--- config.mk ---
export PLATFORM = sky130hd
export DESIGN_NAME = int_to_decimal_ascii_unit
export DESIGN_NICKNAME = d
export VERILOG_FILES = /design/src/design/itoa_pkg.sv /design/src/design/itoa_datapath.sv /design/src/design/itoa_ctrl.sv /design/src/design/int_to_decimal_ascii_unit.sv
export SDC_FILE = /design/constraint.sdc
export NUM_CORES = 1
export LEC_CHECK = 0
export ABC_AREA = 1
export ABC_CLOCK_PERIOD_IN_PS = 2400
export BUFFER_PORTS_ARGS = -buffer_cell sky130_fd_sc_hd__buf_4
export CAP_MARGIN = 15
export CORE_ASPECT_RATIO = 0.7
export CORE_MARGIN = 10
export CORE_UTILIZATION = 40
export DETAILED_ROUTE_END_ITERATION = 16
export GPL_TIMING_DRIVEN = 0
export SETUP_SLACK_MARGIN = 0.4
export SLEW_MARGIN = 40
export SYNTH_ARGS = -nofsm -noshare
export SYNTH_HDL_FRONTEND = slang
export SYNTH_SLANG_ARGS = --single-unit
--- constraint.sdc ---
create_clock -name clk -period 2.4 [get_ports clk]
set_clock_uncertainty 0.15 [all_clocks]
set_input_delay 0.24 -clock clk [delete_from_list [all_inputs] [get_ports clk]]
set_output_delay 0.24 -clock clk [all_outputs]
set_load 0.05 [all_outputs]
--- src/design/itoa_pkg.sv ---
// Shared constants, types and state encoding for the decimal ASCII converter.
package itoa_pkg;

  localparam int VALUE_BITS  = 32;
  localparam int BCD_DIGITS  = (VALUE_BITS * 3) / 10 + 1;
  localparam int BCD_W       = BCD_DIGITS * 4;
  localparam int ITER_W      = $clog2(VALUE_BITS);
  localparam int DCNT_W      = $clog2(BCD_DIGITS + 1);
  localparam int CHAR_W      = 8;
  localparam int COUNT_W     = 4;

  localparam logic [CHAR_W-1:0] CH_MINUS   = 8'h2D;
  localparam logic [CHAR_W-1:0] CH_ZERO    = 8'h30;
  localparam logic [3:0]        ADD3_LIMIT = 4'd5;
  localparam logic [3:0]        ADD3       = 4'd3;

  typedef enum logic [2:0] {
    ST_IDLE,
    ST_CONVERT,
    ST_SKIP,
    ST_SIGN,
    ST_DIGITS
  } itoa_state_t;

  typedef struct packed {
    logic load;
    logic step;
    logic skip;
    logic emit_sign;
    logic emit_digit;
  } itoa_cmd_t;

  typedef struct packed {
    logic iter_done;
    logic top_zero;
    logic one_left;
    logic neg;
    logic out_free;
  } itoa_status_t;

endpackage

--- src/design/itoa_datapath.sv ---
// Datapath: magnitude, shift-add-3 BCD conversion, digit counters and output register.
module itoa_datapath
  import itoa_pkg::*;
(
  input  logic                  clk,
  input  logic                  rst,
  input  itoa_cmd_t             cmd,
  output itoa_status_t          sts,
  input  logic                  op,
  input  logic [VALUE_BITS-1:0] value,
  output logic                  out_valid,
  input  logic                  out_stall,
  output logic [CHAR_W-1:0]     ascii_char,
  output logic [COUNT_W-1:0]    char_count,
  output logic                  last
);

  logic [VALUE_BITS-1:0] bin;
  logic [BCD_W-1:0]      bcd;
  logic [BCD_W-1:0]      bcd_adj;
  logic                  neg;
  logic [ITER_W-1:0]     iter;
  logic [DCNT_W-1:0]     digits_left;
  logic [COUNT_W-1:0]    char_cnt;
  logic                  is_neg;
  logic [3:0]            top_nib;

  assign is_neg  = !op && value[VALUE_BITS-1];
  assign top_nib = bcd[BCD_W-1 -: 4];

  always_comb begin
    for (int i = 0; i < BCD_DIGITS; i++) begin
      if (bcd[i*4 +: 4] >= ADD3_LIMIT) begin
        bcd_adj[i*4 +: 4] = bcd[i*4 +: 4] + ADD3;
      end else begin
        bcd_adj[i*4 +: 4] = bcd[i*4 +: 4];
      end
    end
  end

  always_comb begin
    sts.iter_done = (iter == ITER_W'(VALUE_BITS - 1));
    sts.top_zero  = (top_nib == 4'd0);
    sts.one_left  = (digits_left == DCNT_W'(1));
    sts.neg       = neg;
    sts.out_free  = !out_valid || !out_stall;
  end

  always_ff @(posedge clk) begin
    if (cmd.load) begin
      bin         <= is_neg ? (~value + VALUE_BITS'(1)) : value;
      bcd         <= '0;
      neg         <= is_neg;
      iter        <= '0;
      digits_left <= DCNT_W'(BCD_DIGITS);
      char_cnt    <= '0;
    end else if (cmd.step) begin
      bcd  <= {bcd_adj[BCD_W-2:0], bin[VALUE_BITS-1]};
      bin  <= {bin[VALUE_BITS-2:0], 1'b0};
      iter <= iter + ITER_W'(1);
    end else if (cmd.skip || cmd.emit_digit) begin
      bcd         <= {bcd[BCD_W-5:0], 4'd0};
      digits_left <= digits_left - DCNT_W'(1);
    end
    if (cmd.emit_sign || cmd.emit_digit) begin
      char_cnt   <= char_cnt + COUNT_W'(1);
      char_count <= char_cnt + COUNT_W'(1);
      ascii_char <= cmd.emit_sign ? CH_MINUS : (CH_ZERO | {4'd0, top_nib});
      last       <= cmd.emit_digit && sts.one_left;
    end
  end

  always_ff @(posedge clk) begin
    if (rst) begin
      out_valid <= 1'b0;
    end else if (cmd.emit_sign || cmd.emit_digit) begin
      out_valid <= 1'b1;
    end else if (!out_stall) begin
      out_valid <= 1'b0;
    end
  end

endmodule

--- src/design/itoa_ctrl.sv ---
// Controller: sequences load, conversion, leading-zero skip and character output.
module itoa_ctrl
  import itoa_pkg::*;
(
  input  logic         clk,
  input  logic         rst,
  input  logic         in_valid,
  output logic         in_stall,
  input  itoa_status_t sts,
  output itoa_cmd_t    cmd
);

  itoa_state_t state;
  itoa_state_t state_next;

  always_ff @(posedge clk) begin
    if (rst) begin
      state <= ST_IDLE;
    end else begin
      state <= state_next;
    end
  end

  always_comb begin
    state_next = state;
    case (state)
      ST_IDLE: begin
        if (in_valid) state_next = ST_CONVERT;
      end
      ST_CONVERT: begin
        if (sts.iter_done) state_next = ST_SKIP;
      end
      ST_SKIP: begin
        if (!sts.top_zero || sts.one_left) state_next = sts.neg ? ST_SIGN : ST_DIGITS;
      end
      ST_SIGN: begin
        if (sts.out_free) state_next = ST_DIGITS;
      end
      ST_DIGITS: begin
        if (sts.out_free && sts.one_left) state_next = ST_IDLE;
      end
      default: state_next = ST_IDLE;
    endcase
  end

  always_comb begin
    cmd      = '0;
    in_stall = 1'b1;
    case (state)
      ST_IDLE: begin
        in_stall = 1'b0;
        cmd.load = in_valid;
      end
      ST_CONVERT: cmd.step = 1'b1;
      ST_SKIP:    cmd.skip = sts.top_zero && !sts.one_left;
      ST_SIGN:    cmd.emit_sign = sts.out_free;
      ST_DIGITS:  cmd.emit_digit = sts.out_free;
      default:    cmd = '0;
    endcase
  end

`ifndef SYNTHESIS
  a_emit_needs_slot: assert property (@(posedge clk) disable iff (rst)
    (cmd.emit_sign || cmd.emit_digit) |-> sts.out_free)
    else $error("character written while output register still held");

  a_convert_runs: assert property (@(posedge clk) disable iff (rst)
    (state == ST_CONVERT && !sts.iter_done) |=> state == ST_CONVERT)
    else $error("conversion left early");

  a_last_digit_ends: assert property (@(posedge clk) disable iff (rst)
    (cmd.emit_digit && sts.one_left) |=> state == ST_IDLE)
    else $error("final digit did not end the item");

  a_sign_only_neg: assert property (@(posedge clk) disable iff (rst)
    (state == ST_SIGN) |-> sts.neg)
    else $error("sign emitted for non-negative value");
`endif

endmodule

--- src/design/int_to_decimal_ascii_unit.sv ---
// Top level: binary to decimal ASCII converter, one character per output transfer.
// Converts one VALUE_BITS-wide value per input transfer (op 0 = signed, 1 = unsigned)
// into decimal ASCII, most significant digit first, '-' first for negative signed
// values, with a running char_count and last on the final character. One item is
// worked on at a time: after the input transfer the shift-add-3 converter shifts in
// all VALUE_BITS bits, a skip pass drops leading zeros, then characters leave one per
// cycle while the output is not stalled. The next input transfer is taken only after
// the last character is written; that final character may still wait in the output
// register while the next item is taken.
module int_to_decimal_ascii_unit
  import itoa_pkg::*;
(
  input  logic                  clk,
  input  logic                  rst,
  input  logic                  in_valid,
  output logic                  in_stall,
  input  logic                  op,
  input  logic [VALUE_BITS-1:0] value,
  output logic                  out_valid,
  input  logic                  out_stall,
  output logic [CHAR_W-1:0]     ascii_char,
  output logic [COUNT_W-1:0]    char_count,
  output logic                  last
);

  itoa_cmd_t    cmd;
  itoa_status_t sts;

  itoa_ctrl u_ctrl (
    .clk      (clk),
    .rst      (rst),
    .in_valid (in_valid),
    .in_stall (in_stall),
    .sts      (sts),
    .cmd      (cmd)
  );

  itoa_datapath u_datapath (
    .clk        (clk),
    .rst        (rst),
    .cmd        (cmd),
    .sts        (sts),
    .op         (op),
    .value      (value),
    .out_valid  (out_valid),
    .out_stall  (out_stall),
    .ascii_char (ascii_char),
    .char_count (char_count),
    .last       (last)
  );

endmodule
==> PnR_summary.wiki <==
{| class="wikitable"
! Metric !! Value
|-
| Result of the run || complete, no violations
|-
| Final weighted congestion in routability-driven placement || around 0.88
|-
| Clk sinks || 100
|-
| Worst setup margin || 0.497 ns
|-
| HPWL after detailed placement || 11.3 mm
|-
| Yosys warning total || 0
|-
| Biggest fanout along the worst timing path || 15
|-
| Cell leakage power || 2.88 nW
|-
| RR Startpoint || u_ctrl.state[1]$_SDFFE_PP0P_
|-
| Layout Cells excl Fill || 1,069
|-
| Number of buffers added on ports || 48
|-
| Period utilisation layout || 0.793
|-
| Setup slack, reg-to-reg || 0.50 ns
|-
| Largest family of logic cells by synthesized area || simple AND/OR/NAND/NOR gates
|-
| Syn Area/Cell || 7.41 sq um
|-
| Total Power || 7.65 mW
|-
| Accumulated negative setup slack || 0 ns
|-
| Worst R2R End || u_datapath.bin[26]$_DFFE_PP_
|-
| Global route overflow || 0
|-
| Worst setup path class || register to register
|-
| Count of final setup violators || 0
|-
| Area growth syn-to-layout || 17.8%
|-
| Post-route DRC || 0
|-
| Synthesized-area fraction occupied by ao, oa, aoi and oai cells || 0.133
|-
| Number of levels the H-tree was split into || 3
|-
| Post-synthesis instance area || a little under 6000 sq um
|-
| Type of the worst min-delay path || primary input to register
|-
| Drt initial violations || 422
|-
| Sort of element at the end of the critical path || register
|-
| RSZ-0062 raised after global routing || false
|-
| Routed wire length per instance || between 10 and 15 um
|-
| Proportion of layout cells with a drive suffix above 1 || 0.141
|-
| Worst hold slack after final layout || 0.0947 ns
|-
| Number of instances in the synthesized netlist || 804
|-
| Cell types with the largest area share after synthesis || sky130_fd_sc_hd__edfxtp_1, sky130_fd_sc_hd__dfxtp_1, sky130_fd_sc_hd__nand2_1, sky130_fd_sc_hd__ha_1, sky130_fd_sc_hd__nand3_1
|-
| Placeable core region || 14,600 sq um
|-
| Adder-cell share of the synthesized area || 0.0567
|-
| Worst Hold End || u_datapath.bin[0]$_SDFFCE_PN0P_
|-
| Effective utilization at floorplan || 0.407
|-
| Most common library cell in the layout ignoring fill and taps || sky130_fd_sc_hd__nand2_1
|-
| Max-Cap Viols || 0
|-
| Most used cells in the layout excluding fill and tap cells || sky130_fd_sc_hd__nand2_1, sky130_fd_sc_hd__inv_1, sky130_fd_sc_hd__nand3_1
|-
| Worst slew pin tran || 0.624 ns
|-
| Number of storage elements in the synthesis netlist || 100
|-
| Global-route usage over all layers || 0.152
|-
| Top-Level Pins || 52
|-
| Initial antenna violation count || 0
|-
| Critical Path RT || 2.31 ns
|-
| Die Span X || 166 um
|-
| Reg2Reg Depth || 7
|-
| Clk_lat worst skew || ~0.35 ns
|-
| Arrival time reported for the critical path endpoint || 1.81 ns
|-
| Share of the synthesized area in the top cell type || 0.237
|-
| CTS tree || done
|-
| Share of the yosys chip area belonging to registers || 0.415
|-
| Global-route wire length before repair || between 20 and 30 mm
|-
| VDD IR-drop max || about 0.00049 V
|-
| Xor/xnor cell area share of the yosys netlist || 0.0323
|-
| Number of global-route vias before repair || 4,967
|-
| Hold path start || value[0]
|-
| Max Root-Sink Buffers || 2
|-
| Remaining max-slew budget at the tightest pin || 0.584
|-
| Standard-cell row count || 37
|-
| Worst Setup Start Kind || register
|-
| Clock-pin transition on the worst setup and hold timing paths || 0.07 ns
|-
| Final wirelength || 15.3 mm
|-
| PwrDens || 1090 nW/um^2
|-
| Final antenna diode count || 0
|-
| Highest achievable clock rate || 0.525 GHz
|-
| Final count of pins violating max slew || 0
|-
| Die Ht || between 100 and 150 um
|-
| WHS Path Cells || 3
|-
| Cell at the root of the clock tree || sky130_fd_sc_hd__clkbuf_16
|-
| Basic-gate share of the synthesized area counting and, or, nand and nor cells || 0.280
|-
| Dpl cells || 1,048
|-
| Count of filler cells inserted in the layout || 1,489
|-
| Share of cell area taken by muxes after synthesis || 0
|-
| Clock period minus final worst setup slack || 1.90 ns
|-
| Maximum number of pins on one net before global-route repair || 19
|-
| Number of different library cells in the post-synthesis netlist || 35
|-
| Count of final hold-check violations || 0
|-
| Worst setup timing slack at the placement stage || -0.0400 ns
|-
| Number of vias per cell after detailed routing || just over 5
|-
| Cell type with the highest aggregate area in the netlist || sky130_fd_sc_hd__edfxtp_1
|-
| Clock buffers created by TritonCTS || 9
|-
| Number of search-and-repair iterations in the first detailed-routing pass || 5
|-
| Remaining number of nets flagged by the antenna check after routing || 0
|-
| Overall die area || 20,300 sq um
|-
| Final nets || just over 900
|-
| Number of vias after detailed routing || 5,403
|}
## worst max-delay path: stages (launching register included)
cell and delay (ns):
sky130_fd_sc_hd__dfxtp_2 0.36, sky130_fd_sc_hd__nor2_4 0.22, sky130_fd_sc_hd__nand2_4 0.16, sky130_fd_sc_hd__inv_4 0.17, sky130_fd_sc_hd__buf_4 0.22, sky130_fd_sc_hd__nor2_4 0.08, sky130_fd_sc_hd__clkinvlp_4 0.09, sky130_fd_sc_hd__buf_12 0.15
## power breakdown
part           switching, mW  leakage, nW  internal (mW)  total (mW)
clock                  0.684        0.152          0.826        1.51
combinational           2.25         1.85           1.09        3.34
sequential             0.258        0.882           2.54        2.80
## Yosys cell counts, drive strengths merged
master and number:
nand2 234, inv 86, nor2 71, nand3 67, o21ai 63, dfxtp 53
edfxtp 47, a31oi 37, a21oi 31, ha 27, buf 26, xor2 15
nand4 12, o211ai 11, xnor2 7, clkbuf 4, or2 4, conb 2
nor3b 2, and2 1, and3 1, nand3b 1, nor3 1, o21a 1
## worst max path at each step
stage,cells past startpoint,start,endpoint
after CTS,8,u_ctrl.state[2]$_SDFFE_PP0P_,u_datapath.bin[14]$_DFFE_PP_
after global placement,6,u_ctrl.state[1]$_SDFFE_PP0P_,u_datapath.bin[3]$_DFFE_PP_
after global routing,6,u_ctrl.state[0]$_SDFFE_PP0P_,u_datapath.char_cnt[2]$_SDFFCE_PN0P_
after floorplan,7,u_ctrl.state[0]$_SDFFE_PP0P_,u_datapath.bin[0]$_SDFFCE_PN0P_
final,7,u_ctrl.state[1]$_SDFFE_PP0P_,u_datapath.bin[26]$_DFFE_PP_
after detailed placement,6,u_ctrl.state[1]$_SDFFE_PP0P_,u_datapath.bin[4]$_DFFE_PP_
## per-stage QoR
step                      utilization  cell area [sq um]
after floorplan                     -               6000
after CTS                       0.478               6990
after global placement          0.452               6610
after global routing            0.480               7020
after detailed placement        0.452               6610
final                           0.480               7020
## kinds of logic after synthesis
group / after synthesis
compound gates: 143
xor+xnor: 22
simple gates: 394
fa+ha+maj: 27
other cells: 2
flops: 100
buf+inv: 116
## cell type report
type                            instances  area, sq um  area share
Buffer                                 30          181      0.0259
Clock buffer                            9          225      0.0321
Clock inverter                          7         81.3      0.0116
Inverter                               86          329      0.0469
Multi-Input combinational cell        589         3060       0.435
Sequential cell                       100         2480       0.353
Tap cell                              195          244      0.0348
Timing Repair Buffer                   52          418      0.0595
Timing Repair inverter                  1         7.51     0.00107
## flip-flops by register name (all words and copies together) (netlist names), 3 cells and up
register	count
u_ctrl.state	3
u_datapath.ascii_char	5
u_datapath.bcd	40
u_datapath.bin	32
u_datapath.char_cnt	4
u_datapath.char_count	4
u_datapath.digits_left	4
u_datapath.iter	5
## per-layer routing
layer / routed length, um / track usage / up-vias
li1: - / - / 2802
met1: 8230 / 0.230 / 2476
met2: 6190 / 0.215 / 114
met3: 762 / 0.0280 / 11
met4: 140 / 0.0370 / 0
met5: 0 / 0 / -
## timing repair
action / CTS / global route
endpoints found under the hold margin: 1 / 0
gates resized for setup: 5 / 7
pin swaps: 0 / 1
cloned: 1 / 0
setup buffers: 3 / 0
hold buffers: 1 / 0
setup endpoints to repair: 36 / 61
Power figures use the tool's default switching activity.
